**src/hw/rtl/hpts_pkg.sv**
```systemverilog
// Package for the haptic pulse train scheduler.
// Holds the item structs, operation codes and shared control flag type.
`timescale 1ns / 1ps

package hpts_pkg;

  localparam int DurationBitsDefault = 16;
  localparam int FieldBits           = 16;
  localparam int CountBits           = 8;

  typedef enum logic [1:0] {
    OP_TICK         = 2'd0,
    OP_START_COUNT  = 2'd1,
    OP_START_REPEAT = 2'd2,
    OP_STOP         = 2'd3
  } op_t;

  typedef struct packed {
    op_t                  operation;
    logic [CountBits-1:0] pulse_count;
    logic [FieldBits-1:0] on_time;
    logic [FieldBits-1:0] off_time;
    logic [FieldBits-1:0] elapsed;
  } cmd_item_t;

  typedef struct packed {
    logic                 motor_drive;
    logic                 busy_res;
    logic [CountBits-1:0] pulses_remaining;
  } res_item_t;

  typedef struct packed {
    logic train_active;
    logic repeat_mode;
    logic in_gap;
    logic motor_level;
  } ctrl_t;

endpackage

```
**src/hw/rtl/hpts_step.sv**
```systemverilog
// Next-state logic of the pulse train scheduler for one command item.
// Depends on hpts_pkg for the item struct, operation codes and flags.
`timescale 1ns / 1ps

module hpts_step import hpts_pkg::*; #(
  parameter int DURATION_BITS = DurationBitsDefault
) (
  input  cmd_item_t                 item,
  input  ctrl_t                     ctrl,
  input  logic [DURATION_BITS-1:0]  phase_left,
  input  logic [CountBits-1:0]      pulse_left,
  input  logic [DURATION_BITS-1:0]  on_duration,
  input  logic [DURATION_BITS-1:0]  off_duration,
  output ctrl_t                     ctrl_next,
  output logic [DURATION_BITS-1:0]  phase_left_next,
  output logic [CountBits-1:0]      pulse_left_next,
  output logic [DURATION_BITS-1:0]  on_duration_next,
  output logic [DURATION_BITS-1:0]  off_duration_next
);

  logic [DURATION_BITS-1:0] on_t;
  logic [DURATION_BITS-1:0] off_t;
  logic [DURATION_BITS-1:0] dt;

  generate
    if (DURATION_BITS > FieldBits) begin : g_widen
      assign on_t  = {{(DURATION_BITS-FieldBits){1'b0}}, item.on_time};
      assign off_t = {{(DURATION_BITS-FieldBits){1'b0}}, item.off_time};
      assign dt    = {{(DURATION_BITS-FieldBits){1'b0}}, item.elapsed};
    end else if (DURATION_BITS == FieldBits) begin : g_same
      assign on_t  = item.on_time;
      assign off_t = item.off_time;
      assign dt    = item.elapsed;
    end else begin : g_narrow
      assign on_t  = item.on_time[DURATION_BITS-1:0];
      assign off_t = item.off_time[DURATION_BITS-1:0];
      assign dt    = item.elapsed[DURATION_BITS-1:0];
    end
  endgenerate

  always_comb begin
    ctrl_next         = ctrl;
    phase_left_next   = phase_left;
    pulse_left_next   = pulse_left;
    on_duration_next  = on_duration;
    off_duration_next = off_duration;
    unique case (item.operation)
      OP_TICK: begin
        if (ctrl.train_active && (dt != '0)) begin
          if (dt < phase_left) begin
            phase_left_next = phase_left - dt;
          end else if (!ctrl.in_gap) begin
            ctrl_next.motor_level = 1'b0;
            if (ctrl.repeat_mode || (pulse_left > 8'd1)) begin
              if (!ctrl.repeat_mode) begin
                pulse_left_next = pulse_left - 8'd1;
              end
              ctrl_next.in_gap = 1'b1;
              phase_left_next  = off_duration;
            end else begin
              ctrl_next.train_active = 1'b0;
              ctrl_next.in_gap       = 1'b0;
              phase_left_next        = '0;
            end
          end else begin
            ctrl_next.in_gap      = 1'b0;
            ctrl_next.motor_level = 1'b1;
            phase_left_next       = on_duration;
          end
        end
      end
      OP_START_COUNT, OP_START_REPEAT: begin
        ctrl_next.train_active = 1'b1;
        ctrl_next.repeat_mode  = (item.operation == OP_START_REPEAT);
        ctrl_next.in_gap       = 1'b0;
        ctrl_next.motor_level  = 1'b1;
        pulse_left_next        = (item.operation == OP_START_REPEAT) ? '0 : item.pulse_count;
        on_duration_next       = on_t;
        off_duration_next      = off_t;
        phase_left_next        = on_t;
      end
      OP_STOP: begin
        ctrl_next.train_active = 1'b0;
        ctrl_next.repeat_mode  = 1'b0;
        ctrl_next.in_gap       = 1'b0;
        ctrl_next.motor_level  = 1'b0;
      end
      default: begin
        ctrl_next = ctrl;
      end
    endcase
  end

endmodule

```
**src/hw/rtl/haptic_pulse_train_scheduler_core.sv**
```systemverilog
// Top level of the haptic pulse train scheduler: command and result channels.
// Depends on hpts_pkg and hpts_step.
`timescale 1ns / 1ps

// Each command item (tick, start counted train, start repeating train, stop)
// yields exactly one result item showing motor level, busy flag and pulses
// left after that command. An item is held in the command register and then
// moves to the result register while the train state updates, so one item
// is taken every cycle while the result side keeps up; a stalled result
// holds the command register and then stalls the command side. Durations
// are kept modulo 2^DURATION_BITS.
module haptic_pulse_train_scheduler_core import hpts_pkg::*; #(
  parameter int DURATION_BITS = DurationBitsDefault
) (
  input  logic      clk,
  input  logic      rst,
  input  logic      cmd_valid,
  output logic      cmd_stall,
  input  cmd_item_t cmd,
  output logic      res_valid,
  input  logic      res_stall,
  output res_item_t res
);

  logic                     cmd_full;
  cmd_item_t                cmd_reg;
  logic                     advance;
  ctrl_t                    ctrl;
  ctrl_t                    ctrl_next;
  logic [DURATION_BITS-1:0] phase_left;
  logic [DURATION_BITS-1:0] phase_left_next;
  logic [CountBits-1:0]     pulse_left;
  logic [CountBits-1:0]     pulse_left_next;
  logic [DURATION_BITS-1:0] on_duration;
  logic [DURATION_BITS-1:0] on_duration_next;
  logic [DURATION_BITS-1:0] off_duration;
  logic [DURATION_BITS-1:0] off_duration_next;

  assign advance   = cmd_full && (!res_valid || !res_stall);
  assign cmd_stall = cmd_full && !advance;

  hpts_step #(
    .DURATION_BITS(DURATION_BITS)
  ) u_step (
    .item              (cmd_reg),
    .ctrl              (ctrl),
    .phase_left        (phase_left),
    .pulse_left        (pulse_left),
    .on_duration       (on_duration),
    .off_duration      (off_duration),
    .ctrl_next         (ctrl_next),
    .phase_left_next   (phase_left_next),
    .pulse_left_next   (pulse_left_next),
    .on_duration_next  (on_duration_next),
    .off_duration_next (off_duration_next)
  );

  always_ff @(posedge clk) begin
    if (rst) begin
      cmd_full     <= 1'b0;
      res_valid    <= 1'b0;
      ctrl         <= '0;
      phase_left   <= '0;
      pulse_left   <= '0;
      on_duration  <= '0;
      off_duration <= '0;
    end else begin
      if (cmd_valid && !cmd_stall) begin
        cmd_full <= 1'b1;
        cmd_reg  <= cmd;
      end else if (advance) begin
        cmd_full <= 1'b0;
      end
      if (advance) begin
        ctrl                 <= ctrl_next;
        phase_left           <= phase_left_next;
        pulse_left           <= pulse_left_next;
        on_duration          <= on_duration_next;
        off_duration         <= off_duration_next;
        res_valid            <= 1'b1;
        res.motor_drive      <= ctrl_next.motor_level;
        res.busy_res         <= ctrl_next.train_active;
        res.pulses_remaining <= pulse_left_next;
      end else if (!res_stall) begin
        res_valid <= 1'b0;
      end
    end
  end

  a_motor_needs_train: assert property (@(posedge clk) disable iff (rst)
    ctrl.motor_level |-> ctrl.train_active)
    else $error("motor on without an active train");

  a_gap_motor_off: assert property (@(posedge clk) disable iff (rst)
    ctrl.in_gap |-> !ctrl.motor_level)
    else $error("motor on during a gap");

  a_repeat_no_count: assert property (@(posedge clk) disable iff (rst)
    ctrl.repeat_mode |-> (pulse_left == '0))
    else $error("repeating train with a pulse count");

  a_advance_gives_result: assert property (@(posedge clk) disable iff (rst)
    advance |=> (res_valid && (res.busy_res == ctrl.train_active)))
    else $error("advanced item left no matching result");

endmodule

```
**config.mk**
```make
export PLATFORM = sky130hd
export DESIGN_NAME = haptic_pulse_train_scheduler_core
export DESIGN_NICKNAME = d
export VERILOG_FILES = /design/src/hw/rtl/hpts_pkg.sv /design/src/hw/rtl/hpts_step.sv /design/src/hw/rtl/haptic_pulse_train_scheduler_core.sv
export SDC_FILE = /design/constraint.sdc
export NUM_CORES = 1
export LEC_CHECK = 0
export BUFFER_PORTS_ARGS = -buffer_cell sky130_fd_sc_hd__buf_2
export CAP_MARGIN = 25
export CORE_MARGIN = 4
export CORE_UTILIZATION = 54
export DETAILED_ROUTE_END_ITERATION = 10
export MAX_ROUTING_LAYER = met4
export PLACE_DENSITY = 0.79
export REMOVE_ABC_BUFFERS = 1
export SYNTH_ARGS = -nofsm -noshare
export SYNTH_HDL_FRONTEND = slang
export SYNTH_HIERARCHICAL = 1
export SYNTH_SLANG_ARGS = --single-unit
```
**constraint.sdc**
```tcl
create_clock -name clk -period 6.3 [get_ports clk]
set_input_delay 1.26 -clock clk [delete_from_list [all_inputs] [get_ports clk]]
set_output_delay 1.26 -clock clk [all_outputs]
set_load 0.01 [all_outputs]
```
==> impl_metrics.env, run 1 <==
export IMPL_status="completed"
export IMPL_reg2regPathDepth=12
export IMPL_ys_warn_count=6
export IMPL_drt_iter0_markers=507
export IMPL_grt_max_degree=92
export IMPL_p_total_uw=2200
export IMPL_clk_latency_ns=0.42
export IMPL_synth_top_cell_area_share=0.290
export IMPL_ys_seq_area_frac=0.466
export IMPL_netlist_instances=650
export IMPL_vias=5153
export IMPL_slew_headroom=0.284
export IMPL_rrSetupSlack_ns=2.85
export IMPL_largest_register_ffs=58
export IMPL_leakage_uw=0.00308
export IMPL_finalHoldViolCount=0
export IMPL_fin_nets=797
export IMPL_startpoint="cmd_reg[3]"
export IMPL_die_w_um=122
export IMPL_startpoint_type="flip-flop"
export IMPL_setup_violations=0
export IMPL_clkPwrFrac=0.466
export IMPL_cts_htree_levels=4
export IMPL_crit_arrival_ns=3.72
export IMPL_ys_ff_latch=130
export IMPL_boundaryPins=74
export IMPL_combPwrFrac=0.101
export IMPL_cpMaxStageDelayCell="o21ai_4"
export IMPL_fp_dieArea_um2=14900
export IMPL_final_period_utilization=0.547
export IMPL_viasPerCell=5.74
export IMPL_cp_max_fo=27
export IMPL_fillers=997
export IMPL_synthTopCellsByCount="nand2b_1 (126), edfxtp_1 (68), dfxtp_1 (62), mux2i_1 (62), mux2_2 (34)"
export IMPL_antenna_found_initial=0
export IMPL_cts_resized=0
export IMPL_postSynthAreaPerCell_um2=10.8
export IMPL_routed_wl_um=15700
export IMPL_grt_pass1_wl_um=25700
export IMPL_fmax_mhz=290
export IMPL_switching_share=0.231
export IMPL_first_pass_iters=7
export IMPL_rows=41
export IMPL_gp_congestion=0.955
export IMPL_seqPwrFrac=0.433
export IMPL_rsz0062_at_grt="false"
export IMPL_r2r_end="pulse_left[3]"
export IMPL_utilization=0.636
export IMPL_ctsHoldBuffers=0
export IMPL_cts_setup_buffers=0
export IMPL_area_growth_pct=14.5
export IMPL_crit_type="flip-flop to flip-flop"
export IMPL_final_cells=898
export IMPL_initial_core_util=0.556
export IMPL_yosysMostFrequentCell="nand2b_1"
export IMPL_slowest_delay_ns=0.59
export IMPL_drive_above_1_share=0.209
export IMPL_synth_edff_count=68
export IMPL_async_flop_share=0
export IMPL_coreArea_um2=12700
export IMPL_numCtsBuffers=17
export IMPL_p_switching_uw=508
export IMPL_synth_top_area_cell="edfxtp_1"
export IMPL_maxSlewViolCount=0
export IMPL_tritoncts="done"
export IMPL_intPower_uw=1690
export IMPL_required_ns=6.57
export IMPL_ys_top_cells_by_area="edfxtp_1 (29%), dfxtp_1 (18%), nand2b_1 (11%), mux2i_1 (8.8%), mux2_2 (5.4%)"
export IMPL_worst_slew_pin_slew_ns=1.07
export IMPL_clk_path_buf_depth=2
export IMPL_r2r_start="cmd_reg[3]"
export IMPL_root_buffer="clkbuf_16"
export IMPL_port_buffers=73
export IMPL_drc=0
export IMPL_yosysUniqueCellTypes=53
export IMPL_tns_ns=0
export IMPL_period_minus_slack_ns=3.45
export IMPL_dp_hpwl_um=10100
export IMPL_post_place_cells=865
export IMPL_irDropWorstVdd_mv=0.328
export IMPL_antenna_left=0
export IMPL_grt_pass1_vias=5223
export IMPL_chipHeight_um=122
export IMPL_diodes=0
export IMPL_worst_setup_path_end_kind="flip-flop"
export IMPL_drv_cap=0
export IMPL_fin_worst_skew_ns=0.00823
export IMPL_grt_overflow_total=0
export IMPL_synth_area_um2=7040
export IMPL_clk_pin_slew_ns=0.06
export IMPL_cts_sinks=130
export IMPL_synth_flop_cell="edfxtp_1"
export IMPL_grtUsageTotal=0.227
export IMPL_p_per_area_nw_per_um2=273
export IMPL_wire_per_inst_um=17.5
export IMPL_setup_worst_path_end="pulse_left[3]"
export IMPL_hold_class="flip-flop to flip-flop"
export IMPL_path_cells="inv_1 -> ha_1 -> o211ai_1 -> a21oi_1 -> o41a_1 -> a31o_1 -> o21ai_4 -> nand3_1 -> a21o_1 -> a221o_1 -> nand2b_1 -> mux2i_1"
-- layer usage --
| metal | vias up | routed length, µm | global-route usage |
|---|---|---|---|
| met3 | 26 | 978 | 0.0529 |
| met5 | - | 0 | - |
| li1 | 2479 | - | - |
| met4 | 0 | 271 | 0.0742 |
| met1 | 2463 | 6610 | 0.274 |
| met2 | 185 | 7840 | 0.376 |
-- how the worst min path moves through the flow --
stage | start | endpoint | slack [ns] | cells after the start
floorplan | ctrl[0] | ctrl[0] | 0.45 | 2
global placement | ctrl[0] | ctrl[0] | 0.46 | 2
detailed placement | ctrl[0] | ctrl[0] | 0.47 | 2
CTS | on_duration[6] | on_duration[6] | 0.49 | 2
global route | off_duration[0] | off_duration[0] | 0.52 | 2
finish | on_duration[6] | on_duration[6] | 0.49 | 2
-- worst max-delay path, delay by kind of cell, from the launching register on --
family	cells	cell delay, ns
compound gates	7	2.17
flops	1	0.36
fa+ha+maj	1	0.34
simple gates	2	0.30
mux	1	0.07
buf+inv	1	0.05
-- power by group through the flow --
stage               clock, µW  combinational [µW]  sequential [µW]
global route             1080                 243              954
CTS                      1040                 218              951
global placement            0                 205              966
finish                   1030                 222              951
detailed placement          0                 216              968
floorplan                   0                 150              963
-- cell families after synthesis --
logic type,count (synthesis),share of synthesized area
simple gates,215,0.175
flops,130,0.466
compound gates,114,0.113
mux,96,0.143
buf+inv,61,0.0485
fa+ha+maj,22,0.0402
xor+xnor,12,0.0149
-- per-stage QoR --
step                      hold slack (ns)  cell area (µm²)  setup WS, ns
after CTS                           0.494             8050          2.89
final                               0.490             8060          2.85
after detailed placement            0.470             7430          2.95
after floorplan                     0.447             6790      -0.00449
after global placement              0.461             7430          3.08
after global routing                0.518             8060          2.65
-- area by class of cell --
class / instances / area [µm²] / area share
Multi-Input combinational cell: 459 / 3430 / 0.426
Tap cell: 172 / 215 / 0.0267
Timing Repair Buffer: 80 / 422 / 0.0523
Clock inverter: 14 / 189 / 0.0234
Sequential cell: 130 / 3280 / 0.407
Clock buffer: 18 / 429 / 0.0532
Inverter: 25 / 93.8 / 0.0116
-- cell usage in the layout, fill, tap and decap left out, types with 17 or more instances in the layout --
cell type  netlist  final
clkbuf_16        0     17
a21oi_1         20     19
nor2_1          19     19
a22oi_1         28     28
dfxtp_1         62     62
mux2i_1         62     62
inv_1           25     25
o21ai_0         23     23
mux2_2          34     34
buf_2            3     73
ha_1            21     21
nand2_1         21     21
edfxtp_1        68     68
nand2b_1       126    126
Power figures use the tool's default switching activity.
==> inputs of run 2 (changes only) <==
ABC_AREA = 1   (was default)
CORE_UTILIZATION = 61   (was 54)
PLACE_DENSITY = 0.83   (was 0.79)
clock period = 3.48 ns   (was 6.3 ns; I/O delays follow)
==> run 2 against run 1 <==
Count of clock-buffer cells in the layout is 2 higher. Worst setup slack worse by 2.3 ns. Synthesized cell count increased by 70%. Hold slack got worse by 0.049 ns. Die area up 3.9%. Core utilization up 5.2 points. Area after synthesis up 18%. Non-clock buffer count grew 5. Clock skew up 0.0015 ns. First-iteration DRC count grew 10%. Critical path type unchanged. Critical endpoint is now phase_left[12]. Largest cell class unchanged. Highest routed layer unchanged.
==> impl_metrics.env, run 2 <==
export IMPL_maxSlewViolCount=0
export IMPL_root_buffer="clkbuf_16"
export IMPL_synth_edff_count=68
export IMPL_cts_resized=0
export IMPL_p_switching_uw=1250
export IMPL_area_growth_pct=10.5
export IMPL_ys_top_cells_by_area="edfxtp_1 (25%), dfxtp_1 (15%), nand2_1 (12%), a21oi_2 (6.5%), nor2_1 (6.1%)"
export IMPL_gp_congestion=0.910
export IMPL_postSynthAreaPerCell_um2=7.48
export IMPL_fillers=1086
export IMPL_dp_hpwl_um=12800
export IMPL_grt_pass1_wl_um=32700
export IMPL_cts_setup_buffers=0
export IMPL_startpoint_type="flip-flop"
export IMPL_p_total_uw=4390
export IMPL_chipHeight_um=125
export IMPL_final_period_utilization=0.850
export IMPL_ys_seq_area_frac=0.396
export IMPL_layout_common_cells="nand2_1 (273), nor2_1 (135), inv_1 (130)"
export IMPL_whs_ns=0.441
export IMPL_clk_latency_ns=0.43
export IMPL_slowest_delay_ns=0.37
export IMPL_grtUsageTotal=0.264
export IMPL_path_cells="inv_1 -> ha_1 -> fa_1 -> inv_1 -> nand2_1 -> nand2_1 -> nand3_1 -> nand2_2 -> nand2_2 -> nand2_4 -> nand2_4 -> inv_4 -> nand2_1 -> o21ai_1 -> nand2_1 -> nand2_1 -> a21oi_1 -> clkinv_1 -> nand3_2 -> nand2_1 -> nor2_1"
export IMPL_yosysUniqueCellTypes=40
export IMPL_fp_dieArea_um2=15500
export IMPL_cpMostUsedCell="nand2_1"
export IMPL_netlist_instances=1108
export IMPL_combPwrFrac=0.185
export IMPL_boundaryPins=74
export IMPL_tritoncts="done"
export IMPL_fmax_mhz=338
export IMPL_required_ns=3.79
export IMPL_viasPerCell=5.44
export IMPL_layout_commonest_cell="nand2_1"
export IMPL_cts_sinks=130
export IMPL_leakage_uw=0.00408
export IMPL_cts_htree_levels=4
export IMPL_switching_share=0.286
export IMPL_port_buffers=73
export IMPL_period_minus_slack_ns=2.96
export IMPL_drv_cap=0
export IMPL_die_w_um=125
export IMPL_yosysMostFrequentCell="nand2_1"
export IMPL_first_pass_iters=6
export IMPL_largest_register_ffs=58
export IMPL_irDropWorstVdd_mv=0.381
export IMPL_cp_max_fo=22
export IMPL_synth_flop_cell="edfxtp_1"
export IMPL_rsz0062_at_grt="false"
export IMPL_ys_warn_count=6
export IMPL_p_per_area_nw_per_um2=479
export IMPL_wire_per_inst_um=14.7
export IMPL_rows=42
export IMPL_vias=7283
export IMPL_fin_worst_skew_ns=0.00973
export IMPL_worst_setup_path_end_kind="flip-flop"
export IMPL_grt_max_degree=121
export IMPL_routed_wl_um=19700
export IMPL_ctsHoldBuffers=0
export IMPL_hold_class="input port to flip-flop"
export IMPL_crit_type="flip-flop to flip-flop"
export IMPL_fin_nets=1235
export IMPL_async_flop_share=0
export IMPL_antenna_left=0
export IMPL_drc=0
export IMPL_synthTopCellsByCount="nand2_1 (273), nor2_1 (135), inv_1 (131)"
export IMPL_drt_iter0_markers=559
export IMPL_synth_top_cell_area_share=0.247
export IMPL_clk_pin_slew_ns=0.06
export IMPL_antenna_found_initial=0
export IMPL_cpMaxStageDelayCell="fa_1"
export IMPL_synth_area_um2=8280
export IMPL_diodes=0
export IMPL_clk_path_buf_depth=2
export IMPL_intPower_uw=3130
export IMPL_status="completed"
export IMPL_grt_pass1_vias=6783
export IMPL_grt_overflow_total=0
export IMPL_coreArea_um2=13300
export IMPL_crit_arrival_ns=3.27
export IMPL_worst_slew_pin_slew_ns=0.907
export IMPL_ys_ff_latch=130
export IMPL_clkPwrFrac=0.408
export IMPL_setup_violations=0
export IMPL_initial_core_util=0.623
export IMPL_drive_above_1_share=0.193
export IMPL_seqPwrFrac=0.407
export IMPL_numCtsBuffers=17
export IMPL_finalHoldViolCount=0
export IMPL_synth_top_area_cell="edfxtp_1"
export IMPL_slew_headroom=0.393
run 2: per-layer routing:
layer	vias to the layer above	wire length, µm	part of all wire	track usage
met5	-	0	0	-
met4	0	451	0.023	0.104
met3	41	1150	0.058	0.0557
met2	231	9390	0.48	0.418
met1	3364	8740	0.44	0.334
li1	3647	-	-	-
run 2: kinds of logic (layout without fill, tap and decap cells):
kind of cell | after synthesis | after routing | synth area share
buffers and inverters | 219 | 274 | 0.125
and+or+nand+nor | 546 | 546 | 0.290
AOI/OAI and AO/OA | 184 | 184 | 0.147
xor gates and xnor gates | 7 | 7 | 0.00740
DFF | 130 | 130 | 0.396
adders and majority gates | 22 | 22 | 0.0341
run 2: area by class of cell:
cell class | instances | area, µm² | share of cell area
Clock buffer | 20 | 447 | 0.0488
Clock inverter | 11 | 138 | 0.0150
Inverter | 158 | 596 | 0.0651
Multi-Input combinational cell | 759 | 3970 | 0.434
Sequential cell | 130 | 3290 | 0.359
Tap cell | 176 | 220 | 0.0241
Timing Repair Buffer | 85 | 493 | 0.0539
run 2: per-stage QoR:
step	TNS [ns]	worst slack (ns)	util	instance area, µm²	instances
detailed placement	0	0.577	0.644	8570	1308
finish	0	0.523	0.688	9150	1339
global route	0	0.268	0.688	9150	1339
global placement	0	0.660	0.643	8550	1307
CTS	0	0.566	0.688	9150	1339
floorplan	-128.97	-1.56	-	7840	1047
run 2: critical path, delay by kind of cell (launching register included):
kind	cells	cell delay (ns)
simple gates	13	1.21
fa+ha+maj	2	0.60
buf+inv	4	0.52
flops	1	0.36
compound gates	2	0.16
run 2: final timing paths:
path	startpoint	endpoint	slack (ns)	cells past startpoint
worst max-delay path	phase_left[0]	phase_left[12]	0.52	21
worst min-delay path	cmd[34]	cmd_reg[34]	0.44	1
worst max register to register	phase_left[0]	phase_left[12]	0.52	21
worst min register to register	on_duration[15]	on_duration[15]	0.48	2
run 2: power groups by stage:
stage	combinational, µW	sequential [µW]	clock [µW]
floorplan	582	1820	0
global placement	775	1810	0
detailed placement	793	1810	0
CTS	805	1780	1810
global route	916	1790	1880
finish	812	1780	1790
==> inputs of run 3 (changes only) <==
clock period = 2.92 ns   (was 3.48 ns; I/O delays follow)
==> run 3 against run 2 <==
Sequential cell count is the same. Critical path depth shrank 2. Via count grew 1.0%. Global-route usage grew 0.17 points. Sequential power grew 19%. First-iteration DRC count grew 27%. Power grew 23%. Combinational power grew 24%. Highest routed layer unchanged. Largest power group unchanged. Critical path type unchanged. Non-clock buffer count grew 14.
==> impl_metrics.env, run 3 (synthesis results as in run 2) <==
export IMPL_antenna_left=0
export IMPL_viasPerCell=5.43
export IMPL_worst_slew_pin_slew_ns=0.766
export IMPL_drc=0
export IMPL_final_period_utilization=0.934
export IMPL_startpoint_type="flip-flop"
export IMPL_maxSlewViolCount=0
export IMPL_setup_violations=0
export IMPL_grtUsageTotal=0.266
export IMPL_fin_worst_skew_ns=0.00987
export IMPL_boundaryPins=74
export IMPL_fmax_mhz=367
export IMPL_grt_busiest_layer="met2"
export IMPL_grt_use_met2=0.429
export IMPL_grt_pass1_vias=6901
export IMPL_crit_arrival_ns=3.08
export IMPL_numCtsBuffers=17
export IMPL_drv_cap=0
export IMPL_grt_pass1_wl_um=33200
export IMPL_cts_sinks=130
export IMPL_initial_core_util=0.623
export IMPL_diodes=0
export IMPL_drt_iter0_markers=708
export IMPL_required_ns=3.27
export IMPL_layout_commonest_cell="nand2_1"
export IMPL_layout_common_cells="nand2_1 (273), nor2_1 (135), inv_1 (130)"
export IMPL_rsz0062_at_grt="false"
export IMPL_fin_nets=1249
export IMPL_rows=42
export IMPL_clk_latency_ns=0.43
export IMPL_p_per_area_nw_per_um2=578
export IMPL_clk_path_buf_depth=2
export IMPL_antenna_found_initial=0
export IMPL_vias=7357
export IMPL_routed_wl_um=19700
export IMPL_largest_register_ffs=58
export IMPL_gp_congestion=0.913
export IMPL_startpoint="cmd_reg[0]"
export IMPL_coreArea_um2=13300
export IMPL_root_buffer="clkbuf_16"
export IMPL_met1_usage=0.337
export IMPL_worstHoldStart="cmd[7]"
export IMPL_p_total_uw=5390
export IMPL_crit_type="flip-flop to flip-flop"
export IMPL_ctsHoldBuffers=0
export IMPL_met3_usage=0.0523
export IMPL_whs_ns=0.328
export IMPL_cts_htree_levels=4
export IMPL_chipHeight_um=125
export IMPL_tritoncts="done"
export IMPL_wire_per_inst_um=14.6
export IMPL_period_minus_slack_ns=2.73
export IMPL_clk_pin_slew_ns=0.06
export IMPL_cp_max_fo=22
export IMPL_slew_headroom=0.489
export IMPL_leakage_uw=0.00417
export IMPL_fp_dieArea_um2=15500
export IMPL_drive_above_1_share=0.205
export IMPL_hold_class="input port to flip-flop"
export IMPL_final_cells=1354
export IMPL_irDropWorstVdd_mv=0.626
export IMPL_worst_setup_path_end_kind="flip-flop"
export IMPL_area_growth_pct=12.5
export IMPL_finalHoldViolCount=0
export IMPL_grt_overflow_total=0
export IMPL_r2r_start="cmd_reg[0]"
export IMPL_dp_hpwl_um=12900
export IMPL_post_place_cells=1317
export IMPL_status="completed"
export IMPL_first_pass_iters=6
export IMPL_grt_max_degree=61
export IMPL_port_buffers=73
export IMPL_die_w_um=125
==> run 3: timing repair <==
action	in CTS	in global routing
resized for setup	0	5
setup buffers	0	5
setup endpoints to repair	0	23
==> run 3: final cells by class <==
cell class	count	area (µm²)
Clock inverter	14	188
Fill cell	1121	3980
Timing Repair Buffer	99	598
Multi-Input combinational cell	759	3980
Clock buffer	18	439
Inverter	158	601
Sequential cell	130	3290
Tap cell	176	220
==> run 3: worst paths after layout <==
path | slack [ns] | end | depth (start not counted)
setup / recovery | 0.19 | phase_left[12] | 19
hold / removal | 0.33 | cmd_reg[7] | 1
setup reg to reg | 0.19 | phase_left[12] | 19
hold reg to reg | 0.48 | on_duration[13] | 2
==> run 3: power by group <==
group / internal (µW) / switching [µW] / total [µW] / leakage [µW]
clock: 1440 / 816 / 2260 / 0.000299
sequential: 2040 / 80.0 / 2120 / 0.00115
combinational: 373 / 637 / 1010 / 0.00272
==> run 3: through the flow <==
step	cell area, µm²	worst slack, ns	util	setup TNS [ns]
floorplan	7840	-2.12	-	-202.22
global placement	8630	0.220	0.649	0
detailed placement	8630	0.156	0.649	0
CTS	9260	0.0810	0.696	0
global route	9320	0.0173	0.701	0
finish	9320	0.194	0.701	0
==> run 3: critical path, stage by stage (launching register included) <==
cell      delay (ns)
edfxtp_1        0.40
ha_1            0.23
fa_1            0.37
inv_1           0.08
nand2_1         0.08
nand2_1         0.10
nand3_1         0.10
nand2_2         0.12
nand2_2         0.07
nand2_4         0.09
nand2_8         0.11
inv_8           0.16
o21ai_1         0.11
nand2_1         0.08
nand2_1         0.06
a21oi_1         0.13
clkinv_1        0.09
nand3_2         0.07
nand2_1         0.05
nor2_1          0.15
==> run 3: per-layer routing <==
layer,part of all wire,routed length [µm]
met3,0.060,1190
met4,0.017,327
met5,0,0
met1,0.43,8560
met2,0.49,9650
